### config.mk
export PLATFORM = sky130hd
export DESIGN_NAME = css_color_string_parser
export DESIGN_NICKNAME = d
export VERILOG_FILES = /design/src/cssp_pkg.sv /design/src/cssp_scan.sv /design/src/css_color_string_parser.sv
export VERILOG_INCLUDE_DIRS = /design/src /design/src/src
export SDC_FILE = /design/constraint.sdc
export NUM_CORES = 1
export LEC_CHECK = 0
export ABC_AREA = 0
export BUFFER_PORTS_ARGS = -buffer_cell sky130_fd_sc_hd__buf_2
export CORE_ASPECT_RATIO = 1.25
export CORE_MARGIN = 2
export CORE_UTILIZATION = 60
export CTS_BUF_LIST = sky130_fd_sc_hd__clkbuf_8
export DETAILED_ROUTE_END_ITERATION = 8
export PLACE_DENSITY = 0.77
export SETUP_SLACK_MARGIN = 0.02
export SYNTH_ARGS = -nofsm -noshare
export SYNTH_HDL_FRONTEND = slang
export SYNTH_SLANG_ARGS = --single-unit
### constraint.sdc
create_clock -name aclk -period 7.2 [get_ports aclk]
set_input_delay 0.72 -clock aclk [delete_from_list [all_inputs] [get_ports aclk]]
set_output_delay 0.72 -clock aclk [all_outputs]
set_load 0.02 [all_outputs]
### src/css_color_string_parser_assert.svh
// assertion macros for the css color string parser
`ifndef CSS_COLOR_STRING_PARSER_ASSERT_SVH
`define CSS_COLOR_STRING_PARSER_ASSERT_SVH

`ifndef NO_ASSERTIONS
`define CSSP_ASSERT_NOW(name, ante, cons) \
    name: assert property (@(posedge aclk) disable iff (!aresetn) (ante) |-> (cons)) \
        else $error("same-cycle check failed");
`define CSSP_ASSERT_NEXT(name, ante, cons) \
    name: assert property (@(posedge aclk) disable iff (!aresetn) (ante) |=> (cons)) \
        else $error("next-cycle check failed");
`else
`define CSSP_ASSERT_NOW(name, ante, cons)
`define CSSP_ASSERT_NEXT(name, ante, cons)
`endif

`endif

### src/cssp_pkg.sv
`default_nettype none

package cssp_pkg;

    localparam int FRACTION_DIGITS = 4;
    localparam longint FRAC_SCALE = 10 ** FRACTION_DIGITS;
    localparam int FRAC_W = $clog2(FRAC_SCALE);
    localparam int CNT_W = $clog2(FRACTION_DIGITS + 1);
    localparam int WT_W = FRAC_W + 4;

    // alpha = floor(frac * 255 / FRAC_SCALE) by multiply with reciprocal
    localparam longint ALPHA_XMAX = (FRAC_SCALE - 1) * 255;
    localparam int ALPHA_SHIFT = $clog2(ALPHA_XMAX * FRAC_SCALE);
    localparam longint ALPHA_MAGIC =
        ((longint'(1) << ALPHA_SHIFT) + FRAC_SCALE - 1) / FRAC_SCALE;
    localparam longint ALPHA_K = ALPHA_MAGIC * 255;
    localparam int K_W = $clog2(ALPHA_K + 1);
    localparam int PROD_W = FRAC_W + K_W;

    localparam int NAME_COUNT = 16;
    localparam int MASK_RGB = 16;
    localparam int MASK_RGBA = 17;
    localparam int MASK_W = 18;

    localparam logic [7:0] CH_HASH = 8'h23;
    localparam logic [7:0] CH_POINT = 8'h2E;
    localparam logic [7:0] CH_ZERO = 8'h30;
    localparam logic [7:0] CH_NINE = 8'h39;
    localparam logic [7:0] CH_UPPER_Z = 8'h5A;

    localparam logic [31:0] PREFIX_RGB = "rgb(";
    localparam logic [39:0] PREFIX_RGBA = "rgba(";

    localparam logic [63:0] NAME_STR [NAME_COUNT] = '{
        "maroon", "red", "orange", "yellow", "olive", "purple", "fuschia", "white",
        "lime", "green", "navy", "blue", "aqua", "teal", "silver", "gray"
    };
    localparam logic [3:0] NAME_LEN [NAME_COUNT] = '{
        4'd6, 4'd3, 4'd6, 4'd6, 4'd5, 4'd6, 4'd7, 4'd5,
        4'd4, 4'd5, 4'd4, 4'd4, 4'd4, 4'd4, 4'd6, 4'd4
    };
    localparam logic [23:0] NAME_RGB [NAME_COUNT] = '{
        24'h800000, 24'hFF0000, 24'hFFA500, 24'hFFFF00,
        24'h808000, 24'h800080, 24'hFF00FF, 24'hFFFFFF,
        24'h00FF00, 24'h008000, 24'h000080, 24'h0000FF,
        24'h00FFFF, 24'h008080, 24'hC0C0C0, 24'h808080
    };

    typedef enum logic [2:0] {
        FORM_HEX6  = 3'd0,
        FORM_HEX3  = 3'd1,
        FORM_NAMED = 3'd2,
        FORM_RGB   = 3'd3,
        FORM_RGBA  = 3'd4,
        FORM_BLACK = 3'd5
    } form_t;

    typedef struct packed {
        logic [7:0]        red;
        logic [7:0]        green;
        logic [7:0]        blue;
        form_t             form;
        logic              alpha_full;
        logic [FRAC_W-1:0] alpha_frac;
    } fin_t;

    function automatic logic [7:0] name_char(input int idx, input logic [3:0] pos);
        logic [7:0] ch;
        ch = 8'h00;
        if (pos < NAME_LEN[idx]) begin
            ch = NAME_STR[idx][8 * (int'(NAME_LEN[idx]) - 1 - int'(pos)) +: 8];
        end
        return ch;
    endfunction

    function automatic logic [7:0] hex_value(input logic [7:0] c);
        logic [7:0] v;
        if (c >= CH_ZERO && c <= CH_NINE) begin
            v = c - CH_ZERO;
        end else if (c <= CH_UPPER_Z) begin
            v = c - 8'd55;
        end else begin
            v = c - 8'd87;
        end
        return v;
    endfunction

    // place value of the next fraction digit, fraction kept at full scale
    function automatic logic [FRAC_W-1:0] frac_weight(input logic [CNT_W-1:0] cnt);
        int w;
        w = 1;
        for (int i = 1; i < FRACTION_DIGITS; i++) begin
            if (i + int'(cnt) < FRACTION_DIGITS) begin
                w = w * 10;
            end
        end
        return FRAC_W'(w);
    endfunction

endpackage

`default_nettype wire

### src/cssp_scan.sv
`default_nettype none

module cssp_scan
    import cssp_pkg::*;
(
    input  wire logic       aclk,
    input  wire logic       aresetn,
    input  wire logic       char_valid,
    input  wire logic [7:0] char_code,
    input  wire logic       char_last,
    output fin_t            fin
);

    logic [3:0]        pos_reg, pos_next;
    logic [MASK_W-1:0] mask_reg, mask_next;
    logic              hash_reg, hash_next;
    logic [7:0]        nib_reg [6];
    logic [7:0]        nib_next [6];
    logic [7:0]        comp_reg [3];
    logic [7:0]        comp_next [3];
    logic [1:0]        idx_reg, idx_next;
    logic              run_reg, run_next;
    logic              whole_nz_reg, whole_nz_next;
    logic              point_reg, point_next;
    logic              done_reg, done_next;
    logic [FRAC_W-1:0] frac_reg, frac_next;
    logic [CNT_W-1:0]  cnt_reg, cnt_next;

    logic              digit;
    logic [3:0]        dval;
    logic [11:0]       acc;
    logic [WT_W-1:0]   weighted;
    logic [2:0]        nib_idx;
    logic [4:0]        len_now;
    logic              named_hit;
    logic [23:0]       named_rgb;

    always_comb begin
        pos_next      = (pos_reg == 4'd15) ? pos_reg : pos_reg + 4'd1;
        mask_next     = mask_reg;
        hash_next     = hash_reg | (pos_reg == 4'd0 && char_code == CH_HASH);
        nib_next      = nib_reg;
        comp_next     = comp_reg;
        idx_next      = idx_reg;
        run_next      = run_reg;
        whole_nz_next = whole_nz_reg;
        point_next    = point_reg;
        done_next     = done_reg;
        frac_next     = frac_reg;
        cnt_next      = cnt_reg;
        digit         = (char_code >= CH_ZERO) && (char_code <= CH_NINE);
        dval          = char_code[3:0];
        acc           = 12'(comp_reg[idx_reg]) * 12'd10 + 12'(dval);
        weighted      = WT_W'(dval) * WT_W'(frac_weight(cnt_reg));
        nib_idx       = 3'(pos_reg - 4'd1);

        if (pos_reg >= 4'd1 && pos_reg <= 4'd6) begin
            nib_next[nib_idx] = hex_value(char_code);
        end

        for (int i = 0; i < NAME_COUNT; i++) begin
            if (pos_reg >= NAME_LEN[i] || name_char(i, pos_reg) != char_code) begin
                mask_next[i] = 1'b0;
            end
        end
        if (pos_reg < 4'd4) begin
            if (PREFIX_RGB[8 * (3 - int'(pos_reg)) +: 8] != char_code) begin
                mask_next[MASK_RGB] = 1'b0;
            end
        end
        if (pos_reg < 4'd5) begin
            if (PREFIX_RGBA[8 * (4 - int'(pos_reg)) +: 8] != char_code) begin
                mask_next[MASK_RGBA] = 1'b0;
            end
        end

        // decimal runs for red, green, blue, then the alpha number
        if (idx_reg != 2'd3) begin
            if (digit) begin
                if (run_reg) begin
                    comp_next[idx_reg] = (acc > 12'd255) ? 8'hFF : acc[7:0];
                end else begin
                    comp_next[idx_reg] = 8'(dval);
                    run_next = 1'b1;
                end
            end else if (run_reg) begin
                run_next = 1'b0;
                idx_next = idx_reg + 2'd1;
            end
        end else if (mask_next[MASK_RGBA] && !done_reg) begin
            if (point_reg) begin
                if (digit) begin
                    if (cnt_reg < CNT_W'(FRACTION_DIGITS)) begin
                        frac_next = frac_reg + weighted[FRAC_W-1:0];
                        cnt_next = cnt_reg + CNT_W'(1);
                    end
                end else begin
                    done_next = 1'b1;
                end
            end else if (run_reg) begin
                if (digit) begin
                    whole_nz_next = whole_nz_reg | (char_code != CH_ZERO);
                end else if (char_code == CH_POINT) begin
                    point_next = 1'b1;
                    run_next = 1'b0;
                end else begin
                    done_next = 1'b1;
                end
            end else if (digit) begin
                run_next = 1'b1;
                whole_nz_next = whole_nz_reg | (char_code != CH_ZERO);
            end else if (char_code == CH_POINT) begin
                point_next = 1'b1;
            end
        end
    end

    // result of the string if this character ends it
    always_comb begin
        len_now   = 5'(pos_reg) + 5'd1;
        named_hit = 1'b0;
        named_rgb = 24'h000000;
        for (int i = NAME_COUNT - 1; i >= 0; i--) begin
            if (mask_next[i] && len_now == 5'(NAME_LEN[i])) begin
                named_hit = 1'b1;
                named_rgb = NAME_RGB[i];
            end
        end

        fin.red        = 8'h00;
        fin.green      = 8'h00;
        fin.blue       = 8'h00;
        fin.form       = FORM_BLACK;
        fin.alpha_full = 1'b1;
        fin.alpha_frac = frac_next;

        priority if (hash_next) begin
            if (pos_reg == 4'd6) begin
                fin.red   = {nib_next[0][3:0], 4'h0} + nib_next[1];
                fin.green = {nib_next[2][3:0], 4'h0} + nib_next[3];
                fin.blue  = {nib_next[4][3:0], 4'h0} + nib_next[5];
                fin.form  = FORM_HEX6;
            end else if (pos_reg == 4'd3) begin
                fin.red   = {nib_next[0][3:0], 4'h0} + nib_next[0];
                fin.green = {nib_next[1][3:0], 4'h0} + nib_next[1];
                fin.blue  = {nib_next[2][3:0], 4'h0} + nib_next[2];
                fin.form  = FORM_HEX3;
            end
        end else if (named_hit) begin
            fin.red   = named_rgb[23:16];
            fin.green = named_rgb[15:8];
            fin.blue  = named_rgb[7:0];
            fin.form  = FORM_NAMED;
        end else if (mask_next[MASK_RGB] && pos_reg >= 4'd3) begin
            fin.red   = comp_next[0];
            fin.green = comp_next[1];
            fin.blue  = comp_next[2];
            fin.form  = FORM_RGB;
        end else if (mask_next[MASK_RGBA] && pos_reg >= 4'd4) begin
            fin.red        = comp_next[0];
            fin.green      = comp_next[1];
            fin.blue       = comp_next[2];
            fin.form       = FORM_RGBA;
            fin.alpha_full = whole_nz_next;
        end else begin
            fin.form = FORM_BLACK;
        end
    end

    always_ff @(posedge aclk) begin
        if (!aresetn || (char_valid && char_last)) begin
            pos_reg      <= 4'd0;
            mask_reg     <= '1;
            hash_reg     <= 1'b0;
            nib_reg      <= '{default: 8'h00};
            comp_reg     <= '{default: 8'h00};
            idx_reg      <= 2'd0;
            run_reg      <= 1'b0;
            whole_nz_reg <= 1'b0;
            point_reg    <= 1'b0;
            done_reg     <= 1'b0;
            frac_reg     <= '0;
            cnt_reg      <= '0;
        end else if (char_valid) begin
            pos_reg      <= pos_next;
            mask_reg     <= mask_next;
            hash_reg     <= hash_next;
            nib_reg      <= nib_next;
            comp_reg     <= comp_next;
            idx_reg      <= idx_next;
            run_reg      <= run_next;
            whole_nz_reg <= whole_nz_next;
            point_reg    <= point_next;
            done_reg     <= done_next;
            frac_reg     <= frac_next;
            cnt_reg      <= cnt_next;
        end
    end

endmodule

`default_nettype wire

### src/css_color_string_parser.sv
// channel  | dir | tdata                       | tuser        | tlast
// s_       | in  | char_code[7:0]              | -            | last_char
// m_       | out | red, green, blue, alpha     | form_code    | -
//
// one character word per cycle while s_tready is high, no gaps needed between strings
// result is registered after the last character: scan into fin_reg, then alpha scaling into the m_ word
// the alpha stage holds one multiplier (fraction times 255 times reciprocal of the scale)
// aresetn is synchronous, active low; clears the scan state and both stages
// s_tready drops only while a finished string waits behind a stalled m_ word

`default_nettype none

`include "css_color_string_parser_assert.svh"

module css_color_string_parser
    import cssp_pkg::*;
(
    input  wire logic        aclk,
    input  wire logic        aresetn,
    input  wire logic        s_tvalid,
    output wire logic        s_tready,
    input  wire logic [7:0]  s_tdata,   // [7:0] char_code
    input  wire logic        s_tlast,
    output wire logic        m_tvalid,
    input  wire logic        m_tready,
    output wire logic [31:0] m_tdata,   // [7:0] red, [15:8] green, [23:16] blue, [31:24] alpha
    output wire logic [2:0]  m_tuser    // [2:0] form_code
);

    fin_t              fin;
    fin_t              fin_reg;
    logic              fin_valid_reg, fin_valid_next;
    logic              m_valid_reg, m_valid_next;
    logic [31:0]       m_data_reg;
    form_t             m_form_reg;
    logic              out_free;
    logic              accept;
    logic [PROD_W-1:0] alpha_prod;
    logic [7:0]        alpha;

    assign out_free = !m_valid_reg || m_tready;
    assign s_tready = !fin_valid_reg || out_free;
    assign accept   = s_tvalid && s_tready;

    cssp_scan u_scan (
        .aclk       (aclk),
        .aresetn    (aresetn),
        .char_valid (accept),
        .char_code  (s_tdata),
        .char_last  (s_tlast),
        .fin        (fin)
    );

    assign alpha_prod = PROD_W'(fin_reg.alpha_frac) * PROD_W'(ALPHA_K);
    assign alpha = fin_reg.alpha_full ? 8'hFF : alpha_prod[ALPHA_SHIFT +: 8];

    always_comb begin
        fin_valid_next = fin_valid_reg;
        if (accept && s_tlast) begin
            fin_valid_next = 1'b1;
        end else if (out_free) begin
            fin_valid_next = 1'b0;
        end
        m_valid_next = out_free ? fin_valid_reg : m_valid_reg;
    end

    always_ff @(posedge aclk) begin
        if (!aresetn) begin
            fin_valid_reg <= 1'b0;
            m_valid_reg   <= 1'b0;
        end else begin
            fin_valid_reg <= fin_valid_next;
            m_valid_reg   <= m_valid_next;
        end
        if (accept && s_tlast) begin
            fin_reg <= fin;
        end
        if (out_free && fin_valid_reg) begin
            m_data_reg <= {alpha, fin_reg.blue, fin_reg.green, fin_reg.red};
            m_form_reg <= fin_reg.form;
        end
    end

    assign m_tvalid = m_valid_reg;
    assign m_tdata  = m_data_reg;
    assign m_tuser  = m_form_reg;

    `CSSP_ASSERT_NOW(a_hold_input, fin_valid_reg && !out_free, !s_tready)
    `CSSP_ASSERT_NEXT(a_last_loads, s_tvalid && s_tready && s_tlast, fin_valid_reg)
    `CSSP_ASSERT_NEXT(a_drain, m_valid_reg && m_tready && !fin_valid_reg, !m_valid_reg)
    `CSSP_ASSERT_NOW(a_alpha_opaque, m_valid_reg && m_form_reg != FORM_RGBA, m_data_reg[31:24] == 8'hFF)

endmodule

`default_nettype wire

Yosys cells after proc, flatten, opt, wreduce, memory -nomap -nowiden
Index checks and enable logic that the tools add are counted.

Bitwise logic cells: 8. Multiply operators: 5. Reductions and logical operators: 62. Order comparisons: 24. Equal/unequal tests: 34. Shifts and indexed selects: 18. Add/sub/neg operators: 24. Mux-type cells: 122.

Operator list (count): $shiftx 64x32->8 const A (16); $mux 24 (20); $mux 8 (25); $ne 8x8->1 (18); $mux 27 (5); $lt 32x4->1 const B (3); $mux 14 (6); $mux 1 (58); $add 8x8->8 (6); $bwmux 24 (2); $bwmux 48 (1); $mux 48 (1); $mul 14x29->42 const B (1); $shiftx 40x32->8 const A (1); $shiftx 32x32->8 const A (1); $logic_and 1x1->1 (27); $demux 8 s3 (1); $mul 8x3->11 const B (2); $eq 5x3->1 const B (4); $logic_or 1x1->1 (19); $bmux 8 s2 (1); $demux 8 s2 (1); $eq 8x6->1 const B (2); $ge 4x3->1 const B (4); 50 further kinds (72).

Register bits after elaboration: 197. Output and inout bits: 37. Input bits: 13.

Depth between registers and ports, before layout
Gate-level depths: netlist (run 1).

Word-level depth: 25. Gate-level depth with buffers: 24. Gate-level depth less buffers: 23.

By module
From an unflattened synthesis (run 1), not the netlist that was laid out.

Cells, all modules: 2465. Area, all modules: 21344.2 µm².

By module, submodules not included: cssp_scan (instances 1, cells each 1691, sequential area each 2282.2 µm², area each 12630.9 µm²); css_color_string_parser (instances 1, cells each 774, sequential area each 2352.3 µm², area each 8713.4 µm²).

Worst setup path before layout (run 1)
OpenSTA, ideal clock, no wires.

Kind: reg2reg. Start point: reg fin_reg[11] in the netlist's numbering. End point: reg m_data_reg[31], in the netlist m_tdata[31] (data pin). Cell stages (with the launch flop): 20. Data arrival time: 5.196 ns. Library setup time: 0.256 ns. Slack: 1.747 ns. Path through: edfxtp_1 -> ha_1 -> fa_1 -> inv_1 -> fa_1 -> inv_1 -> fa_1 -> fa_1 -> fa_1 -> ha_1 -> a21oi_1 -> nand2_1 -> a21o_1 -> a21oi_1 -> o41a_1 -> o31ai_1 -> a21oi_1 -> o21ai_0 -> xnor2_1 -> nand2b_1.

Word-level cells in the longest chain between the ends: 1.

Ends and longest elaborated chain: start, declared (RTL line css_color_string_parser.sv:31) `fin_t fin_reg;`; start signal, assigned (RTL line css_color_string_parser.sv:76) `fin_reg <= fin;`; $mul 14x29->42 (RTL line css_color_string_parser.sv:54) `assign alpha_prod = PROD_W'(fin_reg.alpha_frac) * PROD_W'(ALPHA_K);`; end signal, assigned (RTL line css_color_string_parser.sv:79) `m_data_reg <= {alpha, fin_reg.blue, fin_reg.green, fin_reg.red};`; end, declared (RTL line css_color_string_parser.sv:34) `logic [31:0] m_data_reg;`.

No other way between the ends. A chain may end at the register's enable or synchronous reset.

Final worst setup path (run 1)
Start point: reg fin_reg[8] in the netlist's numbering. End point: reg m_data_reg[31], in the netlist m_tdata[31] (data pin).

Same word-level chain as after synthesis.

==> impl_metrics.json, run 1 <==
{
  "run_status": "complete, no violations",
  "synth_top_flop_cell": "sky130_fd_sc_hd__dfxtp_1",
  "critical_path.cell_chain": "inv_1, fa_1, inv_1, ha_1, inv_1, fa_1, fa_1, inv_1, fa_1, fa_1, ha_1, nand3_1, a21boi_0, a2111oi_0, o21ai_0, and4b_1, o31ai_1, a21oi_1, o21ai_0, xnor2_1, nand2b_1",
  "comb_pwr_share_pct": 42.9,
  "number_of_antenna_violations_at_the_first_check_in_global_routing": 2,
  "yosys_warnings": 0,
  "fin_cells": 2737,
  "peakVddDrop_v": 0.000119,
  "postSynthNetCount": 2721,
  "crit_top_cell": "sky130_fd_sc_hd__fa_1",
  "detailroute.via_count": 17592,
  "core_area_mm2": 0.0342,
  "total_instance_count_after_detailed_placement": 2704,
  "die_outline_area_mm2": 0.0360,
  "postSynthRegisterBits": 193,
  "place_hpwl_mm": 45.2,
  "path_class": "register to register",
  "cpMaxStageDelayCell": "sky130_fd_sc_hd__fa_1",
  "drc_viols": 0,
  "clock_path_buffers": 2,
  "power_density_mw_per_mm2": 160,
  "timing.critical_path.max_delay_family": "adder cells",
  "post-place-ws_ns": 0.964,
  "number_of_levels_the_h_tree_was_split_into": 4,
  "layout_worst_path_cycle_share_pct": 87.9,
  "cellInternalPower_uw": 2040,
  "floorplan.io_pins": 50,
  "cts_root_buffer": "sky130_fd_sc_hd__clkbuf_8",
  "final-hold-violation-count": 0,
  "fin_area_mm2": 0.0216,
  "number_of_synthesized_flops_with_an_enable_pin": 77,
  "globalRouteTotalUtil_pct": 33.5,
  "post_cts_resize_count": 0,
  "initial_drc_count": 1529,
  "synth_cells": 2312,
  "mappedNetlistArea_mm2": 0.0207,
  "syn_area_per_cell_um2": 8.95,
  "timing.hold.worst.class": "register to register",
  "via_count_of_the_first_global_routing_pass": 17883,
  "wire_length_of_the_first_global_routing_pass_mm": 93.8,
  "worst-path-buf-inv": 4,
  "fin_nets": 2703,
  "worst_slew_margin_rel_pct": 22.5,
  "setup_slack_ns": 0.870,
  "power.net_switching_uw": 1410,
  "finalWorstPathRequiredPeriod_ns": 6.33,
  "ys_async_sr_fraction_pct": 0,
  "drt_pass1_iterations": 6,
  "clock.fmax_mhz": 158,
  "row_count": 76,
  "layout-drive-gt1-share_pct": 9.06,
  "tritoncts.num_buffers": 17,
  "initial_utilization_pct": 60.5,
  "synth_seq_area_share_pct": 22.4,
  "finalClockSkew_ns": 0.0465,
  "p_leak_uw": 0.00959,
  "setup_viol": 0,
  "largest_register_ffs": 44,
  "rrSetupSlack_ns": 0.87,
  "post_dp_cell_area_mm2": 0.0212,
  "chipHeight_um": 212,
  "worstPathArrival_ns": 6.62,
  "rsz0062_at_grt": "false",
  "fp.dieW_um": 170,
  "maxCapViolations": 0,
  "clk_pin_slew_worst_paths_ns": 0.13,
  "totalNegativeSetupSlack_ns": 0,
  "per_cell_routed_wire_length_um": 21.6,
  "cp_max_fo": 6,
  "worst-slew-pin-transition_ns": 1.16,
  "grt_max_degree": 89,
  "worst_setup_path_end_kind": "register",
  "start_kind": "register",
  "share_seq_of_total_power_pct": 34.1,
  "utilization_after_layout_pct": 63.1,
  "tritoncts_clock_tree": "done",
  "cts_hold_buffers": 0,
  "wl_mm": 59.1,
  "globalRouteOverflowTotal": 0,
  "critical_path_required_ns": 7.49,
  "gp_congestion": 0.972,
  "slew_viol_final": 0,
  "fill_cells": 2918,
  "vias_per_cell": 6.43,
  "residual_antenna_violating_net_count_after_detailed_routing": 0,
  "clock_power_share_pct": 23.0,
  "postCtsSetupRepairBufs": 0,
  "worstSkewPairLatency_ns": 0.55,
  "swShare_pct": 40.9,
  "port-buffer-count": 49,
  "syn_to_final_growth_pct": 4.41,
  "cts_num_sinks": 193,
  "max_stage_delay_ns": 0.57,
  "layout.cells.most_common_list": "sky130_fd_sc_hd__nand2_1 (250), sky130_fd_sc_hd__ha_1 (250), sky130_fd_sc_hd__inv_1 (239), sky130_fd_sc_hd__a21oi_1 (147), sky130_fd_sc_hd__fa_1 (146)",
  "yosys.cell_types.count": 108
}
[power groups by stage]
stage / registers [uW] / clock network, uW / logic (uW)
floorplan: 1200 / 0 / 1090
global placement: 1200 / 0 / 1420
detailed placement: 1200 / 0 / 1460
CTS: 1180 / 801 / 1480
global route: 1180 / 835 / 1670
finish: 1180 / 793 / 1480
[metrics by stage]
step	total power [uW]	hold slack, ns
final	3450	0.426
after global routing	3680	0.437
after CTS	3450	0.433
after detailed placement	2670	0.405
after global placement	2620	0.402
after floorplan	2300	0.400
[worst reg2reg max path, delay by kind of cell (launching register included)]
kind	cells	cell delay, ns
DFF	1	0.54
AOI/OAI and AO/OA	6	1.57
buffers and inverters	4	0.35
xor gates and xnor gates	1	0.15
adders and majority gates	7	3.05
and+or+nand+nor	3	0.44
[cells by family after synthesis]
group / count (synthesis) / share of synthesized area, %
AO/OA/AOI/OAI: 518 / 17.1
XOR/XNOR: 92 / 4.06
adder cells (fa/ha/maj): 397 / 29.3
buffers and inverters: 355 / 6.97
flip-flops: 193 / 22.4
multiplexers: 72 / 3.84
AND/OR/NAND/NOR: 685 / 16.4
[path summary, 6_finish.rpt]
kind                                       startpoint  depth (start not counted)                        end
worst min-delay path            fin_reg[38]$_DFFE_PP_                          0       m_tdata[4]$_DFFE_PP_
worst min register to register  fin_reg[38]$_DFFE_PP_                          0       m_tdata[4]$_DFFE_PP_
worst max register to register   fin_reg[8]$_DFFE_PP_                         21  m_tdata[31]$_SDFFCE_PP1P_
worst max-delay path             fin_reg[8]$_DFFE_PP_                         21  m_tdata[31]$_SDFFCE_PP1P_
[synthesized netlist by cell type (all sizes together) (11+ instances only)]
cell type,instances,area share [%]
mux2i,30,1.5
and4,11,0.47
a21o,27,0.98
xnor2,77,3.3
edfxtp,77,11
inv,239,4.3
ha,250,15
buf,56,1.6
nand4,29,1.0
o21a,18,0.65
nor3,43,1.1
nand3,59,1.4
mux2,42,2.4
xor2,13,0.59
a31oi,12,0.36
o211ai,17,0.62
clkbuf,59,1.1
nor2,134,2.5
dfxtp,116,11
o21ai,99,2.4
and2,29,0.88
nand2b,21,0.63
and3,20,0.60
fa,146,14
nor2b,21,0.63
a21oi,150,3.7
o22ai,17,0.51
a221oi,12,0.54
a211oi,41,1.5
nand2,252,4.6
a211o,11,0.47
[layer usage]
layer | vias up | global-route usage, % | part of all wire, %
met3 | 231 | 5.72 | 7.6
li1 | 8085 | - | -
met5 | - | 0 | 0.042
met4 | 4 | 18.0 | 5.3
met2 | 846 | 56.3 | 48
met1 | 8426 | 41.0 | 39
[final cells by class]
class	count	area [um^2]	area share [%]
flip-flops and latches	193	4640	21.4
multi-input cells	1764	14700	67.8
diodes	1	2.50	0.0116
repair buffers	78	463	2.14
clock buffers	17	234	1.08
well taps	429	537	2.48
clock inverters	15	191	0.886
inverters	240	901	4.17
Note: power is estimated with default switching activity, not from simulation.
==> run 2, diff against run 1 <==
Clock period 7.2 ns to 7.5 ns, I/O delays scaled along.
==> impl_metrics.json, run 2 (synthesis results as in run 1) <==
{
  "run_status": "complete, no violations",
  "crit_cells": 21,
  "die_outline_area_mm2": 0.0360,
  "maxCapViolations": 0,
  "layout-drive-gt1-share_pct": 8.94,
  "fin_nets": 2700,
  "clock.fmax_mhz": 163,
  "initial_utilization_pct": 60.5,
  "fp.dieW_um": 170,
  "number_of_levels_the_h_tree_was_split_into": 4,
  "min_delay_path_depth": 0,
  "clock_path_buffers": 2,
  "finalClockSkew_ns": 0.0328,
  "port-buffer-count": 49,
  "cts_hold_buffers": 0,
  "gp_congestion": 0.975,
  "timing.critical_path.max_delay_family": "adder cells",
  "total_instance_count_after_detailed_placement": 2701,
  "worst_setup_path_end_kind": "register",
  "row_count": 76,
  "core_area_mm2": 0.0342,
  "via_count_of_the_first_global_routing_pass": 17478,
  "residual_antenna_violating_net_count_after_detailed_routing": 0,
  "reg2regPathDepth": 21,
  "syn_to_final_growth_pct": 4.42,
  "detailroute.via_count": 17604,
  "per_cell_routed_wire_length_um": 21.5,
  "num_antenna_cells": 0,
  "setup_viol": 0,
  "max_stage_delay_ns": 0.66,
  "finalWorstPathRequiredPeriod_ns": 6.14,
  "seq_area_mm2": 0.00464,
  "cp_max_fo": 9,
  "worst_slew_margin_rel_pct": 22.4,
  "cpMaxStageDelayCell": "sky130_fd_sc_hd__edfxtp_1",
  "worstPathArrival_ns": 6.42,
  "place_hpwl_mm": 45.0,
  "layout.cells.most_common_list": "sky130_fd_sc_hd__nand2_1 (250), sky130_fd_sc_hd__ha_1 (250), sky130_fd_sc_hd__inv_1 (239), sky130_fd_sc_hd__a21oi_1 (147), sky130_fd_sc_hd__fa_1 (146)",
  "vias_per_cell": 6.44,
  "power_density_mw_per_mm2": 158,
  "slew_viol_final": 0,
  "wire_length_of_the_first_global_routing_pass_mm": 92.8,
  "floorplan.io_pins": 50,
  "cts_root_buffer": "sky130_fd_sc_hd__clkbuf_8",
  "post_cts_resize_count": 0,
  "tritoncts_clock_tree": "done",
  "fill_cells": 2961,
  "rsz0062_at_grt": "false",
  "final-hold-violation-count": 0,
  "path_class": "register to register",
  "largest_register_ffs": 44,
  "number_of_antenna_violations_at_the_first_check_in_global_routing": 1,
  "tritoncts.num_buffers": 17,
  "wl_mm": 58.6,
  "p_leak_uw": 0.00959,
  "start_kind": "register",
  "postCtsSetupRepairBufs": 0,
  "cts_num_sinks": 193,
  "grt_max_degree": 89,
  "whs_ns": 0.421,
  "area_of_the_multi_input_gates_mm2": 0.0147,
  "drt_pass1_iterations": 8,
  "peakVddDrop_v": 0.0000946,
  "chipHeight_um": 212,
  "globalRouteOverflowTotal": 0,
  "layout_worst_path_cycle_share_pct": 81.8,
  "worstSkewPairLatency_ns": 0.53,
  "fin_cells": 2733,
  "worst-slew-pin-transition_ns": 1.15,
  "worst-path-buf-inv": 4,
  "globalRouteTotalUtil_pct": 33.1,
  "totalNegativeSetupSlack_ns": 0,
  "critical_path_required_ns": 7.78,
  "critical_path.cell_chain": "inv_1, ha_1, inv_1, fa_1, inv_1, fa_1, fa_1, inv_1, fa_1, ha_1, ha_1, nand2_1, a21oi_1, o2111ai_1, o21ai_0, and4b_1, o31ai_1, a21oi_1, o21ai_0, xnor2_1, nand2b_1",
  "initial_drc_count": 1760,
  "clk_pin_slew_worst_paths_ns": 0.13,
  "drc_viols": 0,
  "timing.hold.worst.class": "register to register"
}
## run 2: changes by cell type in the layout (fill, tap and decap cells not counted)
cell,previous run,this run
sky130_fd_sc_hd__inv_6,3,1
sky130_fd_sc_hd__inv_12,4,6
sky130_fd_sc_hd__buf_4,29,26
sky130_fd_sc_hd__inv_16,0,1
sky130_fd_sc_hd__inv_8,3,4
sky130_fd_sc_hd__diode_2,1,0
sky130_fd_sc_hd__clkinv_4,2,0
## run 2: worst register-to-register path, stage by stage (launching register included)
cell                        delay, ns
sky130_fd_sc_hd__edfxtp_1        0.66
sky130_fd_sc_hd__inv_1           0.09
sky130_fd_sc_hd__ha_1            0.29
sky130_fd_sc_hd__inv_1           0.08
sky130_fd_sc_hd__fa_1            0.51
sky130_fd_sc_hd__inv_1           0.05
sky130_fd_sc_hd__fa_1            0.51
sky130_fd_sc_hd__fa_1            0.56
sky130_fd_sc_hd__inv_1           0.05
sky130_fd_sc_hd__fa_1            0.47
sky130_fd_sc_hd__ha_1            0.31
sky130_fd_sc_hd__ha_1            0.31
sky130_fd_sc_hd__nand2_1         0.06
sky130_fd_sc_hd__a21oi_1         0.19
sky130_fd_sc_hd__o2111ai_1       0.20
sky130_fd_sc_hd__o21ai_0         0.40
sky130_fd_sc_hd__and4b_1         0.28
sky130_fd_sc_hd__o31ai_1         0.33
sky130_fd_sc_hd__a21oi_1         0.15
sky130_fd_sc_hd__o21ai_0         0.23
sky130_fd_sc_hd__xnor2_1         0.14
sky130_fd_sc_hd__nand2b_1        0.07
## run 2: per-layer routing
layer,share of wire [%],global-route usage (%)
met1,40,42.6
met2,48,56.4
met3,7.5,4.02
met4,4.1,13.5
met5,0.019,0
## run 2: path summary, 6_finish.rpt
path	startpoint	endpoint	slack [ns]
max	fin_reg[12]$_DFFE_PP_	m_tdata[31]$_SDFFCE_PP1P_	1.36
max reg2reg	fin_reg[12]$_DFFE_PP_	m_tdata[31]$_SDFFCE_PP1P_	1.36
min	fin_reg[39]$_DFFE_PP_	m_tdata[5]$_DFFE_PP_	0.42
min reg2reg	fin_reg[39]$_DFFE_PP_	m_tdata[5]$_DFFE_PP_	0.42
## run 2: area by class of cell
class / count / area share [%]
Tap cell: 429 / 2.48
Multi-Input combinational cell: 1764 / 67.8
Clock buffer: 17 / 1.08
Clock inverter: 15 / 1.02
Inverter: 240 / 4.17
Timing Repair Buffer: 75 / 2.04
Sequential cell: 193 / 21.4
## run 2: where the power goes
part | switching [uW] | internal (uW) | leakage (uW)
clock | 517 | 279 | 0.000225
combinational | 877 | 612 | 0.00772
sequential | 17.7 | 1110 | 0.00164
## run 2: per-stage QoR
step | setup slack (ns) | power (uW) | instance area [um^2] | util (%)
2_1_floorplan | 2.05 | 2260 | 20700 | -
3_3_place_gp | 1.44 | 2580 | 21200 | 61.8
3_5_place_dp | 1.29 | 2630 | 21200 | 61.8
4_1_cts | 1.31 | 3410 | 21600 | 63.2
5_1_grt | 0.979 | 3640 | 21600 | 63.2
6_report | 1.36 | 3420 | 21600 | 63.2
==> run 3, diff against run 2 <==
Settings changed: ABC_AREA 0 to 1, PLACE_DENSITY 0.77 to 0.8.
Clock period 7.5 ns to 5.6 ns, I/O delays scaled along.
==> impl_metrics.json, run 3 <==
{
  "reg2regPathDepth": 21,
  "swShare_pct": 49.1,
  "post-place-ws_ns": 0.174,
  "timing.critical_path.max_delay_family": "adder cells",
  "synthMostInstantiatedCell": "sky130_fd_sc_hd__nand2_1",
  "tritoncts_clock_tree": "done",
  "fin_total_pwr_uw": 6100,
  "grt_max_degree": 79,
  "final-hold-violation-count": 0,
  "ys_top_cells_by_area": "sky130_fd_sc_hd__ha_1 (14%), sky130_fd_sc_hd__fa_1 (13%), sky130_fd_sc_hd__nand2_1 (12%)",
  "worstSkewPairLatency_ns": 0.54,
  "post_dp_cell_area_mm2": 0.0230,
  "share_seq_of_total_power_pct": 25.7,
  "postSynthNetCount": 3562,
  "wl_mm": 70.4,
  "finalClockSkew_ns": 0.0383,
  "comb_pwr_share_pct": 57.8,
  "worstPathArrival_ns": 5.62,
  "worst-slew-pin-transition_ns": 1.27,
  "worst_slew_margin_rel_pct": 14.4,
  "yosysTopAreaCell": "sky130_fd_sc_hd__ha_1",
  "power.net_switching_uw": 2990,
  "floorplan.io_pins": 50,
  "core_area_mm2": 0.0365,
  "row_count": 78,
  "clock_power_share_pct": 16.5,
  "vias_per_cell": 5.94,
  "finalWorstPathRequiredPeriod_ns": 5.33,
  "globalRouteOverflowTotal": 0,
  "via_count_of_the_first_global_routing_pass": 21837,
  "postSynthRegisterBits": 193,
  "power_density_mw_per_mm2": 259,
  "setup_slack_ns": 0.274,
  "number_of_synthesized_flops_with_an_enable_pin": 77,
  "max_stage_delay_ns": 0.54,
  "syn_area_per_cell_um2": 7.07,
  "worst_setup_path_end_kind": "register",
  "layout.cells.most_common_list": "sky130_fd_sc_hd__nand2_1 (730), sky130_fd_sc_hd__inv_1 (512), sky130_fd_sc_hd__nor2_1 (311), sky130_fd_sc_hd__ha_1 (247), sky130_fd_sc_hd__o21ai_0 (227)",
  "cpMaxStageDelayCell": "sky130_fd_sc_hd__edfxtp_1",
  "detailroute.via_count": 21805,
  "rrSetupSlack_ns": 0.27,
  "per_cell_routed_wire_length_um": 19.2,
  "run_status": "complete, no violations",
  "p_leak_uw": 0.0126,
  "mappedNetlistArea_mm2": 0.0223,
  "cts_root_buffer": "sky130_fd_sc_hd__clkbuf_8",
  "synth_commonest_cells": "sky130_fd_sc_hd__nand2_1 (732), sky130_fd_sc_hd__inv_1 (512), sky130_fd_sc_hd__nor2_1 (311), sky130_fd_sc_hd__ha_1 (250), sky130_fd_sc_hd__o21ai_0 (233)",
  "syn_to_final_growth_pct": 5.65,
  "initial_drc_count": 2013,
  "crit_top_cell": "sky130_fd_sc_hd__ha_1",
  "worst-path-buf-inv": 3,
  "number_of_antenna_violations_at_the_first_check_in_global_routing": 1,
  "cellInternalPower_uw": 3110,
  "path_class": "register to register",
  "cts_num_sinks": 193,
  "totalNegativeSetupSlack_ns": 0,
  "clock_path_buffers": 2,
  "tritoncts.num_buffers": 17,
  "clk_pin_slew_worst_paths_ns": 0.12,
  "worstReg2RegStart": "fin_reg[6]$_DFFE_PP_",
  "synth_top_flop_cell": "sky130_fd_sc_hd__dfxtp_1",
  "rsz0062_at_grt": "false",
  "drt_pass1_iterations": 6,
  "peakVddDrop_v": 0.000154,
  "gp_congestion": 1.03,
  "cp_max_fo": 8,
  "slew_viol_final": 0,
  "critical_path_required_ns": 5.89,
  "globalRouteTotalUtil_pct": 37.3,
  "setup_viol": 0,
  "yosys.cell_types.count": 57,
  "critical_path.cell_chain": "ha_1, ha_1, ha_1, ha_1, inv_1, fa_1, inv_1, ha_1, ha_1, nand2_1, inv_1, nand3_1, o21ai_2, nand3_1, nand2_1, a21oi_1, o21ai_1, nand2_1, a21bo_2, nand2_1, o21ai_0",
  "largest_register_ffs": 44,
  "yosys_warnings": 0,
  "crit_end": "m_tdata[27]$_SDFFCE_PP1P_",
  "crit_cells": 21,
  "chipHeight_um": 219,
  "wire_length_of_the_first_global_routing_pass_mm": 112,
  "reg2reg_to": "m_tdata[27]$_SDFFCE_PP1P_",
  "fp.dieW_um": 176,
  "clock.fmax_mhz": 188,
  "layout_worst_path_cycle_share_pct": 95.1,
  "synth_seq_area_share_pct": 20.8,
  "residual_antenna_violating_net_count_after_detailed_routing": 0,
  "maxCapViolations": 0,
  "timing.hold.worst.class": "primary input to register",
  "final_common_cell": "sky130_fd_sc_hd__nand2_1",
  "whs_ns": 0.249,
  "synth_largest_type_area_fraction_pct": 14.0,
  "initial_utilization_pct": 61.0,
  "port-buffer-count": 49,
  "origin_of_the_worst_min_delay_path": "aresetn",
  "place_hpwl_mm": 53.8,
  "fin_nets": 3586,
  "die_outline_area_mm2": 0.0387,
  "ys_async_sr_fraction_pct": 0,
  "drc_viols": 0,
  "worstSetupStartpoint": "fin_reg[6]$_DFFE_PP_",
  "number_of_levels_the_h_tree_was_split_into": 4,
  "layout-drive-gt1-share_pct": 6.52,
  "start_kind": "register",
  "fin_area_mm2": 0.0235,
  "synth_cells": 3153
}
-- run 3: stage by stage --
step / instances / utilization (%)
final: 3671 / 64.5
after global routing: 3670 / 64.5
after CTS: 3656 / 64.1
after detailed placement: 3624 / 63.0
after global placement: 3624 / 63.0
after floorplan: 3153 / -
-- run 3: area by class of cell --
type	instances	area (um^2)
diodes	1	2.50
clock buffers	17	234
clock inverters	15	179
fillers	3337	13000
inverters	534	2010
multi-input cells	2331	15300
flip-flops and latches	193	4630
well taps	480	601
repair buffers	100	628
-- run 3: worst min path at each step --
stage / depth (start not counted) / slack (ns) / end
6_report: 3 / 0.25 / fin_valid_reg$_SDFFE_PN0P_
3_5_place_dp: 0 / 0.41 / m_tdata[6]$_DFFE_PP_
3_3_place_gp: 0 / 0.41 / m_tdata[0]$_DFFE_PP_
2_1_floorplan: 0 / 0.40 / m_tdata[0]$_DFFE_PP_
5_1_grt: 3 / 0.26 / fin_valid_reg$_SDFFE_PN0P_
4_1_cts: 3 / 0.22 / fin_valid_reg$_SDFFE_PN0P_
-- run 3: cell families (layout without fill, tap and decap cells) --
family          Yosys count  count (layout)  share of synthesized area (%)
compound gates          511             511                           12.9
xor+xnor                 45              45                           1.77
fa+ha+maj               396             396                           27.2
buf+inv                 629             666                           11.0
flops                   193             193                           20.8
other cells               0               1                              0
simple gates           1379            1379                           26.4
-- run 3: power groups by stage --
stage | clock network (uW) | registers, uW | logic, uW
after floorplan | 0 | 1600 | 2430
after global placement | 0 | 1600 | 3300
after detailed placement | 0 | 1600 | 3360
after CTS | 1010 | 1570 | 3390
after global routing | 1050 | 1580 | 3990
final | 1010 | 1570 | 3520
-- run 3: worst min-delay path: stages --
cell	delay (ns)
sky130_fd_sc_hd__buf_2	0.10
sky130_fd_sc_hd__nand2_1	0.05
sky130_fd_sc_hd__inv_1	0.04
-- run 3: routing by layer --
| metal | track usage (%) | up-vias | part of all wire, % |
|---|---|---|---|
| met3 | 6.22 | 331 | 7.8 |
| met1 | 41.6 | 10091 | 36 |
| met4 | 27.0 | 2 | 8.3 |
| met2 | 64.2 | 1138 | 48 |
| met5 | 0 | - | 0.018 |
| li1 | - | 10243 | - |
-- run 3: timing repair --
action | 4_1_cts | 5_1_grt
hold buffers | 0 | 0
buffers inserted | 0 | 14
gates resized for setup | 0 | 15
endpoints found under the setup margin | 0 | 11
